**config.mk**
```make
export PLATFORM = sky130hd
export DESIGN_NAME = utf8_to_ucs2_decoder
export DESIGN_NICKNAME = d
export VERILOG_FILES = /design/src/u8dec_pkg.sv /design/src/u8dec_front.sv /design/src/u8dec_queue.sv /design/src/u8dec_back.sv /design/src/utf8_to_ucs2_decoder.sv
export SDC_FILE = /design/constraint.sdc
export NUM_CORES = 1
export LEC_CHECK = 0
export ABC_CLOCK_PERIOD_IN_PS = 21300
export BUFFER_PORTS_ARGS = -buffer_cell sky130_fd_sc_hd__buf_2
export CAP_MARGIN = 20
export CORE_MARGIN = 4
export CORE_UTILIZATION = 30
export DETAILED_ROUTE_END_ITERATION = 10
export GPL_TIMING_DRIVEN = 0
export MAX_ROUTING_LAYER = met4
export PLACE_DENSITY_LB_ADDON = 0.1
export REMOVE_ABC_BUFFERS = 1
export SYNTH_ARGS = -nofsm -noshare
export SYNTH_HDL_FRONTEND = slang
export SYNTH_SLANG_ARGS = --single-unit
```
**constraint.sdc**
```tcl
create_clock -name clock -period 21.3 [get_ports clock]
set_input_delay 4.26 -clock clock [delete_from_list [all_inputs] [get_ports clock]]
set_output_delay 4.26 -clock clock [all_outputs]
set_load 0.05 [all_outputs]
```
**src/u8dec_pkg.sv**
```systemverilog
// Shared types and constants for the UTF-8 to UCS-2 decoder.
package u8dec_pkg;

   // Default number of decoded groups held between the front and back parts.
   localparam int QUEUE_DEPTH = 4;

   // Most code units that one input byte can release.
   localparam int MAX_UNITS = 3;

   typedef enum logic [1:0] {
      KIND_RAW   = 2'd0,
      KIND_TWO   = 2'd1,
      KIND_THREE = 2'd2
   } unit_kind_type;

   typedef struct packed {
      logic [15:0]   code;
      unit_kind_type kind;
   } unit_type;

   // All code units released by one accepted byte, oldest in slot 0.
   typedef struct packed {
      logic [1:0]                   count;
      logic                         last;
      unit_type [MAX_UNITS-1:0]     units;
   } group_type;

endpackage

```
**src/u8dec_front.sv**
```systemverilog
// Front part: holds pending bytes and splits each byte's window into code units.
module u8dec_front (
   input  logic                 clock,
   input  logic                 reset,
   input  logic                 req_valid,
   output logic                 req_ready,
   input  logic [7:0]           req_in_byte,
   input  logic                 req_in_last,
   input  logic                 push_ready,
   output logic                 push_valid,
   output u8dec_pkg::group_type push_group
);

   logic [7:0] pend_byte_ff [2];
   logic [7:0] pend_byte_in [2];
   logic [1:0] pend_count_ff;
   logic [1:0] pend_count_in;
   logic       accept;

   assign req_ready = push_ready;
   assign accept    = req_valid && req_ready;

   function automatic logic is_follow(input logic [7:0] b);
      return b[7:6] == 2'b10;
   endfunction

   always_comb begin
      logic [7:0]               win [3];
      logic [1:0]               have;
      logic [1:0]               cnt;
      logic                     stop;
      logic                     hold;
      logic [7:0]               h;
      logic [1:0]               used;
      logic [15:0]              unit;
      u8dec_pkg::unit_kind_type kind;
      u8dec_pkg::group_type     grp;

      win[0] = pend_byte_ff[0];
      win[1] = pend_byte_ff[1];
      win[2] = 8'h00;
      win[pend_count_ff] = req_in_byte;
      have = pend_count_ff + 2'd1;
      cnt  = 2'd0;
      stop = 1'b0;
      grp  = '0;

      // The window holds at most three bytes, so three passes cover every case.
      for (int s = 0; s < u8dec_pkg::MAX_UNITS; s++) begin
         h    = win[0];
         used = 2'd1;
         kind = u8dec_pkg::KIND_RAW;
         unit = {8'h00, h};
         hold = 1'b0;
         if (!stop && have != 2'd0) begin
            if (h[7:4] == 4'hE) begin
               if (have < 2'd2) begin
                  hold = !req_in_last;
               end else if (is_follow(win[1])) begin
                  if (have < 2'd3) begin
                     hold = !req_in_last;
                  end else if (is_follow(win[2])) begin
                     unit = {h[3:0], win[1][5:0], win[2][5:0]};
                     kind = u8dec_pkg::KIND_THREE;
                     used = 2'd3;
                  end
               end
            end else if (h[7:5] == 3'b110) begin
               if (have < 2'd2) begin
                  hold = !req_in_last;
               end else if (is_follow(win[1])) begin
                  unit = {5'b00000, h[4:0], win[1][5:0]};
                  kind = u8dec_pkg::KIND_TWO;
                  used = 2'd2;
               end
            end

            if (hold) begin
               stop = 1'b1;
            end else begin
               grp.units[cnt].code = unit;
               grp.units[cnt].kind = kind;
               cnt = cnt + 2'd1;
               if (used == 2'd1) begin
                  win[0] = win[1];
                  win[1] = win[2];
               end else if (used == 2'd2) begin
                  win[0] = win[2];
               end
               have = have - used;
            end
         end
      end

      grp.count  = cnt;
      grp.last   = req_in_last;
      push_group = grp;
      push_valid = req_valid && (cnt != 2'd0);

      if (req_in_last) begin
         pend_count_in   = 2'd0;
         pend_byte_in[0] = 8'h00;
         pend_byte_in[1] = 8'h00;
      end else begin
         pend_count_in   = have;
         pend_byte_in[0] = (have > 2'd0) ? win[0] : 8'h00;
         pend_byte_in[1] = (have > 2'd1) ? win[1] : 8'h00;
      end
   end

   always_ff @(posedge clock) begin
      if (reset) begin
         pend_count_ff   <= 2'd0;
         pend_byte_ff[0] <= 8'h00;
         pend_byte_ff[1] <= 8'h00;
      end else if (accept) begin
         pend_count_ff   <= pend_count_in;
         pend_byte_ff[0] <= pend_byte_in[0];
         pend_byte_ff[1] <= pend_byte_in[1];
      end
   end

   // At most two bytes can ever wait for followers.
   assert property (@(posedge clock) disable iff (reset) pend_count_ff != 2'd3)
      else $error("front holds more than two pending bytes");

endmodule

```
**src/u8dec_queue.sv**
```systemverilog
// Short queue of decoded groups between the front and back parts.
module u8dec_queue #(
   parameter int DEPTH = u8dec_pkg::QUEUE_DEPTH
) (
   input  logic                 clock,
   input  logic                 reset,
   input  logic                 push_valid,
   output logic                 push_ready,
   input  u8dec_pkg::group_type push_group,
   output logic                 pop_valid,
   input  logic                 pop_ready,
   output u8dec_pkg::group_type pop_group
);

   localparam int PtrW = (DEPTH > 1) ? $clog2(DEPTH) : 1;
   localparam int CntW = $clog2(DEPTH + 1);

   u8dec_pkg::group_type mem_ff [DEPTH];
   logic [PtrW-1:0]      wr_ptr_ff;
   logic [PtrW-1:0]      rd_ptr_ff;
   logic [CntW-1:0]      count_ff;
   logic                 do_push;
   logic                 do_pop;

   assign push_ready = count_ff != CntW'(DEPTH);
   assign pop_valid  = count_ff != '0;
   assign pop_group  = mem_ff[rd_ptr_ff];
   assign do_push    = push_valid && push_ready;
   assign do_pop     = pop_valid && pop_ready;

   always_ff @(posedge clock) begin
      if (do_push) begin
         mem_ff[wr_ptr_ff] <= push_group;
      end
   end

   always_ff @(posedge clock) begin
      if (reset) begin
         wr_ptr_ff <= '0;
         rd_ptr_ff <= '0;
         count_ff  <= '0;
      end else begin
         if (do_push) begin
            wr_ptr_ff <= (wr_ptr_ff == PtrW'(DEPTH - 1)) ? '0 : wr_ptr_ff + 1'b1;
         end
         if (do_pop) begin
            rd_ptr_ff <= (rd_ptr_ff == PtrW'(DEPTH - 1)) ? '0 : rd_ptr_ff + 1'b1;
         end
         if (do_push && !do_pop) begin
            count_ff <= count_ff + 1'b1;
         end else if (do_pop && !do_push) begin
            count_ff <= count_ff - 1'b1;
         end
      end
   end

   assert property (@(posedge clock) disable iff (reset) count_ff <= CntW'(DEPTH))
      else $error("queue fill level exceeds its depth");

endmodule

```
**src/u8dec_back.sv**
```systemverilog
// Back part: one unit per cycle unless stalled; numbers units, marks string end.
module u8dec_back (
   input  logic                 clock,
   input  logic                 reset,
   input  logic                 pop_valid,
   output logic                 pop_ready,
   input  u8dec_pkg::group_type pop_group,
   output logic                 rsp_valid,
   input  logic                 rsp_ready,
   output logic [15:0]          rsp_code_unit,
   output logic [1:0]           rsp_unit_kind,
   output logic [15:0]          rsp_unit_index,
   output logic                 rsp_out_last
);

   logic [1:0]  sel_ff;
   logic [15:0] index_ff;
   logic        valid_ff;
   logic [15:0] code_ff;
   logic [1:0]  kind_ff;
   logic [15:0] uidx_ff;
   logic        last_ff;
   logic        load;
   logic        group_done;
   logic        unit_last;

   assign load       = pop_valid && (!valid_ff || rsp_ready);
   assign group_done = sel_ff == (pop_group.count - 2'd1);
   assign unit_last  = pop_group.last && group_done;
   assign pop_ready  = load && group_done;

   always_ff @(posedge clock) begin
      if (reset) begin
         sel_ff   <= 2'd0;
         index_ff <= 16'd0;
         valid_ff <= 1'b0;
      end else begin
         if (load) begin
            valid_ff <= 1'b1;
            sel_ff   <= group_done ? 2'd0 : sel_ff + 2'd1;
            if (unit_last) begin
               index_ff <= 16'd0;
            end else if (index_ff != 16'hFFFF) begin
               index_ff <= index_ff + 16'd1;
            end
         end else if (rsp_ready) begin
            valid_ff <= 1'b0;
         end
      end
   end

   always_ff @(posedge clock) begin
      if (load) begin
         code_ff <= pop_group.units[sel_ff].code;
         kind_ff <= pop_group.units[sel_ff].kind;
         uidx_ff <= index_ff;
         last_ff <= unit_last;
      end
   end

   assign rsp_valid      = valid_ff;
   assign rsp_code_unit  = code_ff;
   assign rsp_unit_kind  = kind_ff;
   assign rsp_unit_index = uidx_ff;
   assign rsp_out_last   = last_ff;

   assert property (@(posedge clock) disable iff (reset) (load && unit_last) |=> index_ff == 16'd0)
      else $error("unit numbering did not restart after the string end");

   assert property (@(posedge clock) disable iff (reset)
                    pop_valid |-> (pop_group.count != 2'd0 && sel_ff < pop_group.count))
      else $error("unit select runs past the head group");

endmodule

```
**src/utf8_to_ucs2_decoder.sv**
```systemverilog
// Top level of the streaming UTF-8 to UCS-2 decoder.
//
// The decoder takes one UTF-8 byte per item on the req_ channel, with req_in_last marking the
// final byte of a string, and delivers 16-bit UCS-2 code units on the rsp_ channel. A
// 1110xxxx lead followed by two 10xxxxxx bytes becomes one unit of kind 2, a 110xxxxx lead
// followed by one 10xxxxxx byte becomes one unit of kind 1, and every other byte, including a
// lead whose follower is wrong or missing at the end of the string, comes out raw and
// zero-extended as kind 0; bytes after a rejected lead are examined again. Each unit carries
// its position in the string, which saturates at 65535, and the final unit of a string has
// rsp_out_last set; numbering starts over for the next string. A byte is accepted every
// cycle while the group queue has room, so a byte stream runs at one byte per cycle. One byte
// can release zero to three units; the back end sends one unit per cycle while rsp_ready is
// high, so a byte that releases several units occupies the back end until all are sent, and
// the queue between front and back (QUEUE_DEPTH groups) absorbs such bursts and output
// stalls. A byte's units are stored in the queue and then registered at the back-end output.
module utf8_to_ucs2_decoder #(
   parameter int QUEUE_DEPTH = u8dec_pkg::QUEUE_DEPTH
) (
   input  logic        clock,
   input  logic        reset,
   input  logic        req_valid,
   output logic        req_ready,
   input  logic [7:0]  req_in_byte,
   input  logic        req_in_last,
   output logic        rsp_valid,
   input  logic        rsp_ready,
   output logic [15:0] rsp_code_unit,
   output logic [1:0]  rsp_unit_kind,
   output logic [15:0] rsp_unit_index,
   output logic        rsp_out_last
);

   // Front to queue: every byte that releases at least one unit pushes one group.
   logic                 push_valid;
   logic                 push_ready;
   u8dec_pkg::group_type push_group;

   // Queue to back: the back end pops a group once its last unit is loaded into the output register.
   logic                 pop_valid;
   logic                 pop_ready;
   u8dec_pkg::group_type pop_group;

   u8dec_front u_front (
      .clock       (clock),
      .reset       (reset),
      .req_valid   (req_valid),
      .req_ready   (req_ready),
      .req_in_byte (req_in_byte),
      .req_in_last (req_in_last),
      .push_ready  (push_ready),
      .push_valid  (push_valid),
      .push_group  (push_group)
   );

   u8dec_queue #(
      .DEPTH (QUEUE_DEPTH)
   ) u_queue (
      .clock      (clock),
      .reset      (reset),
      .push_valid (push_valid),
      .push_ready (push_ready),
      .push_group (push_group),
      .pop_valid  (pop_valid),
      .pop_ready  (pop_ready),
      .pop_group  (pop_group)
   );

   u8dec_back u_back (
      .clock          (clock),
      .reset          (reset),
      .pop_valid      (pop_valid),
      .pop_ready      (pop_ready),
      .pop_group      (pop_group),
      .rsp_valid      (rsp_valid),
      .rsp_ready      (rsp_ready),
      .rsp_code_unit  (rsp_code_unit),
      .rsp_unit_kind  (rsp_unit_kind),
      .rsp_unit_index (rsp_unit_index),
      .rsp_out_last   (rsp_out_last)
   );

endmodule
```
==> summary.md <==
| Metric | Value |
|---|---|
| Critical path type | `in2reg` |
| First-pass iteration count of the detailed router | `5` |
| Via Count | `slightly below 10000` |
| Fillers | `~4900` |
| WP data required | `approximately 22 ns` |
| Sequential cell area fraction in the yosys report | `around 60%` |
| Root Buffer | `clkbuf_16` |
| Post-synth top area share | `between 50 and 60%` |
| Area growth syn-to-layout | `15.6%` |
| Post_cts resized | `0` |
| Synth top area cells | `edfxtp_1, mux4_2, dfxtp_1` |
| R2R Path Start | `u_front.pend_count_ff[0]` |
| Post-synth EDFFs | `279` |
| Status | `finished, final reports clean` |
| Core Area | `49100 um2` |
| Clk sinks | `approximately 310` |
| Fin util | `a little over a third` |
| Remaining global-route overflow | `0` |
| Endpoint class of the critical path | `flop` |
| Finished Layout Cells | `approximately 1900` |
| Max Cap Viol | `0` |
| Max-slew violations | `0` |
| Die width | `231 um` |
| Top-Level Pins | `50` |
| Fin nets | `about 1200` |
| Die area | `between 50000 and 60000 um2` |
| Top cell type by total area after synthesis | `edfxtp_1` |
| Minimum clock period | `about 14 ns` |
| CP top delay family | `simple AND/OR/NAND/NOR gates` |
| Hold_buf cts | `0` |
| Vias in the first global route | `around 10000` |
| Synth cell types | `84` |
| Maximum vdd drop | `just over 0.1 mV` |
| Largest family of logic cells by synthesized area | `multiplexers` |
| Worst Hold Launch | `u_back.index_ff[11]` |
| PnR worst setup slack | `7.68 ns` |
| Worst setup SP type | `input port` |
| Postcts setup bufs | `0` |
| GRT Util Overall | `approximately 16%` |
| TritonCTS Buffers | `36` |
| Tightest Hold Check Type | `reg2reg` |
| GPL Wtd Cong | `between 0.8 and 0.9` |
| Post-synthesis mux area share | `12.3%` |
| Share of cells above drive strength 1 | `18.0%` |
| Post-synthesis simple-gate area fraction | `between 10% and 20%` |
| Fin crit share | `a little under two thirds` |
| Die Ht | `about 230 um` |
| Post-Place Setup Slack | `between 7 and 8 ns` |
| Ordered cell list for the critical path | `buf_2 -> mux2i_1 -> o2111ai_1 -> nor2_1 -> clkinv_1 -> ha_1 -> nor2_1 -> and4_4 -> a311oi_4 -> nor3_2 -> inv_1 -> ha_1 -> nor3_1 -> a21oi_1 -> a32oi_1 -> nand3_2 -> nor2_1 -> inv_1 -> ha_1 -> inv_1 -> a21oi_1 -> o2111a_1 -> a211oi_2 -> a221oi_1` |
| Post-Place Cells | `roughly 1800` |
| Slowest stage delay, CP | `about 0.9 ns` |
| CP max stage cell | `nor3_2` |
| Mapped Cells | `about 1100` |
| Final WL | `42800 um` |
| DRC errors left | `0` |
| Endpoints failing setup | `0` |
| Pwr Density | `between 150 and 200 nW/um2` |
| Crit. Startpoint | `req_in_byte[6]` |
| CTS tree | `yes` |
| WL/cell | `between 20 and 25 um` |
| Antenna-violating nets left | `0` |
| Syn avg cell area | `13.2 um2` |
| Max Freq | `73.4 MHz` |
| H-Tree Depth | `2` |
| Antenna violations before repair | `1` |
| Critical path data arrival time | `13.82 ns` |
| Synthesis-stage register bit count | `approximately 300` |
| Post-synthesis async set-or-reset flop share | `0%` |
| RSZ-0062 raised after global routing | `no` |
| Critical-path maximum fanout | `15` |
| Most used DFF post-synth | `edfxtp_1` |
| Slew headroom | `25.4%` |
| Leak | `5.94 nW` |
| Clk_skew | `roughly 0.021 ns` |
| Row cnt | `81` |
| Count of yosys warnings during synthesis | `0` |
| Top cells by count, synth | `edfxtp_1, nand2_1, nor2_1, o21ai_0, mux4_2` |
| Total Power | `3.09 mW` |
| CTS Buffer Depth | `3` |
| Area of the mapped netlist | `between 10000 and 15000 um2` |
| Drt first-iter violations | `839` |
| Synth Area in Compound Gates | `approximately an eighth` |
| Clk slew on worst S/H paths | `0.05 ns` |
| Detail Placement HPWL | `28900 um` |
| Synth Area in XOR/XNOR | `~1.1%` |
| Vias per cell | `approximately 5.3` |
| Starting Density | `approximately 30%` |
| Cell with the most instances after synthesis | `edfxtp_1` |
| Clock Latency Late Sink | `about 0.53 ns` |
| IO buf count | `49` |
| Setup TNS | `0 ns` |
| Slew @ Worst Pin | `approximately 1.1 ns` |
| Final hold violations | `0` |
| Post-Synth Adder-Cell Area | `1.73%` |
| Buf+Inv Stages, Crit Path | `5` |
| Largest net degree at the start of global routing | `48` |
| First-pass GRT wire length | `64300 um` |
[flip-flops by register name, indices dropped and copies added (netlist names), named ones only]
register,cells
u_back.rsp_out_last,1
u_back.rsp_valid,1
u_front.pend_byte_ff,16
u_front.pend_count_ff,2
u_back.rsp_code_unit,16
u_back.index_ff,16
u_queue.rd_ptr_ff,2
u_back.rsp_unit_kind,2
u_queue.wr_ptr_ff,2
u_back.rsp_unit_index,16
u_queue.mem_ff,228
u_queue.count_ff,3
u_back.sel_ff,2
[placed cells by master, fill, tap and decap left out, types with 5 or more instances in the layout]
cell type and instances:
nand3b_1 5, xor2_1 15, o211ai_1 8, mux2_2 10
and2_1 15, mux2i_1 40, a21oi_1 40, o21ai_0 79
clkbuf_1 7, nand3_1 36, nor3_1 21, nor4_1 6
o22ai_1 32, nand2b_1 7, inv_1 37, edfxtp_1 279
mux4_2 57, buf_16 8, nand2_1 94, and3_1 8
a22oi_1 14, nor2_1 87, ha_1 19, clkinv_1 6
a211oi_1 17, dfxtp_1 28, clkbuf_16 38, buf_2 49
or3_1 8, a221oi_1 7
[worst register-to-register path, cell delays in order (launching register included)]
cell       delay [ns]
dfxtp_1          0.38
inv_1            0.19
ha_1             0.83
and3_1           0.33
o2111ai_1        0.29
nor2_1           0.87
clkinv_1         0.79
ha_1             0.55
nor2_1           0.14
and4_4           0.26
a311oi_4         0.09
nor3_2           0.90
inv_1            0.60
ha_1             0.46
nor3_1           0.21
a21oi_1          0.10
a32oi_1          0.34
nand3_2          0.39
nor2_1           0.75
inv_1            0.54
ha_1             0.35
inv_1            0.06
a21oi_1          0.05
o2111a_1         0.31
a211oi_2         0.85
a221oi_1         0.16
[worst paths after layout]
path | cells past startpoint | endpoint | slack [ns]
max | 24 | u_front.pend_byte_ff[0][2] | 7.68
min | 0 | u_back.rsp_unit_index[11] | 0.49
max reg2reg | 25 | u_front.pend_byte_ff[0][2] | 10.17
min reg2reg | 0 | u_back.rsp_unit_index[11] | 0.49
[power by group]
part / internal (mW) / leakage (nW) / switching [mW]
sequential: 0.944 / 3.07 / 0.0551
clock: 0.350 / 0.544 / 0.242
combinational: 0.471 / 2.33 / 1.03
total: 1.76 / 5.94 / 1.32
[kinds of logic after synthesis]
logic type | count (synthesis)
adder cells (fa/ha/maj) | 20
buffers and inverters | 97
XOR/XNOR | 18
AND/OR/NAND/NOR | 318
flip-flops | 309
AO/OA/AOI/OAI | 258
multiplexers | 110
[routing by layer]
| metal | wire (um) | track usage (%) |
|---|---|---|
| met5 | 0 | - |
| met4 | 1570 | 6.13 |
| met2 | 19200 | 24.2 |
| met3 | 2080 | 2.92 |
| met1 | 20000 | 22.5 |
[stage by stage]
stage / cell area, um2 / hold WS, ns
6_report: 17200 / 0.489
5_1_grt: 17200 / 0.495
4_1_cts: 17200 / 0.484
3_5_place_dp: 16100 / 0.464
3_3_place_gp: 15800 / 0.469
2_1_floorplan: 14700 / 0.442
[final cells by class]
class                           instances  area, um2  area share (%)
Inverter                               41        154           0.893
Clock inverter                         15        144           0.835
Multi-Input combinational cell        724       5570            32.3
Timing Repair Buffer                   66        574            3.33
Clock buffer                           45        977            5.67
Tap cell                              664        831            4.82
Sequential cell                       309       8990            52.1
Antenna cell                            1       2.50          0.0145
No activity file was read; power rests on OpenSTA's default activity.
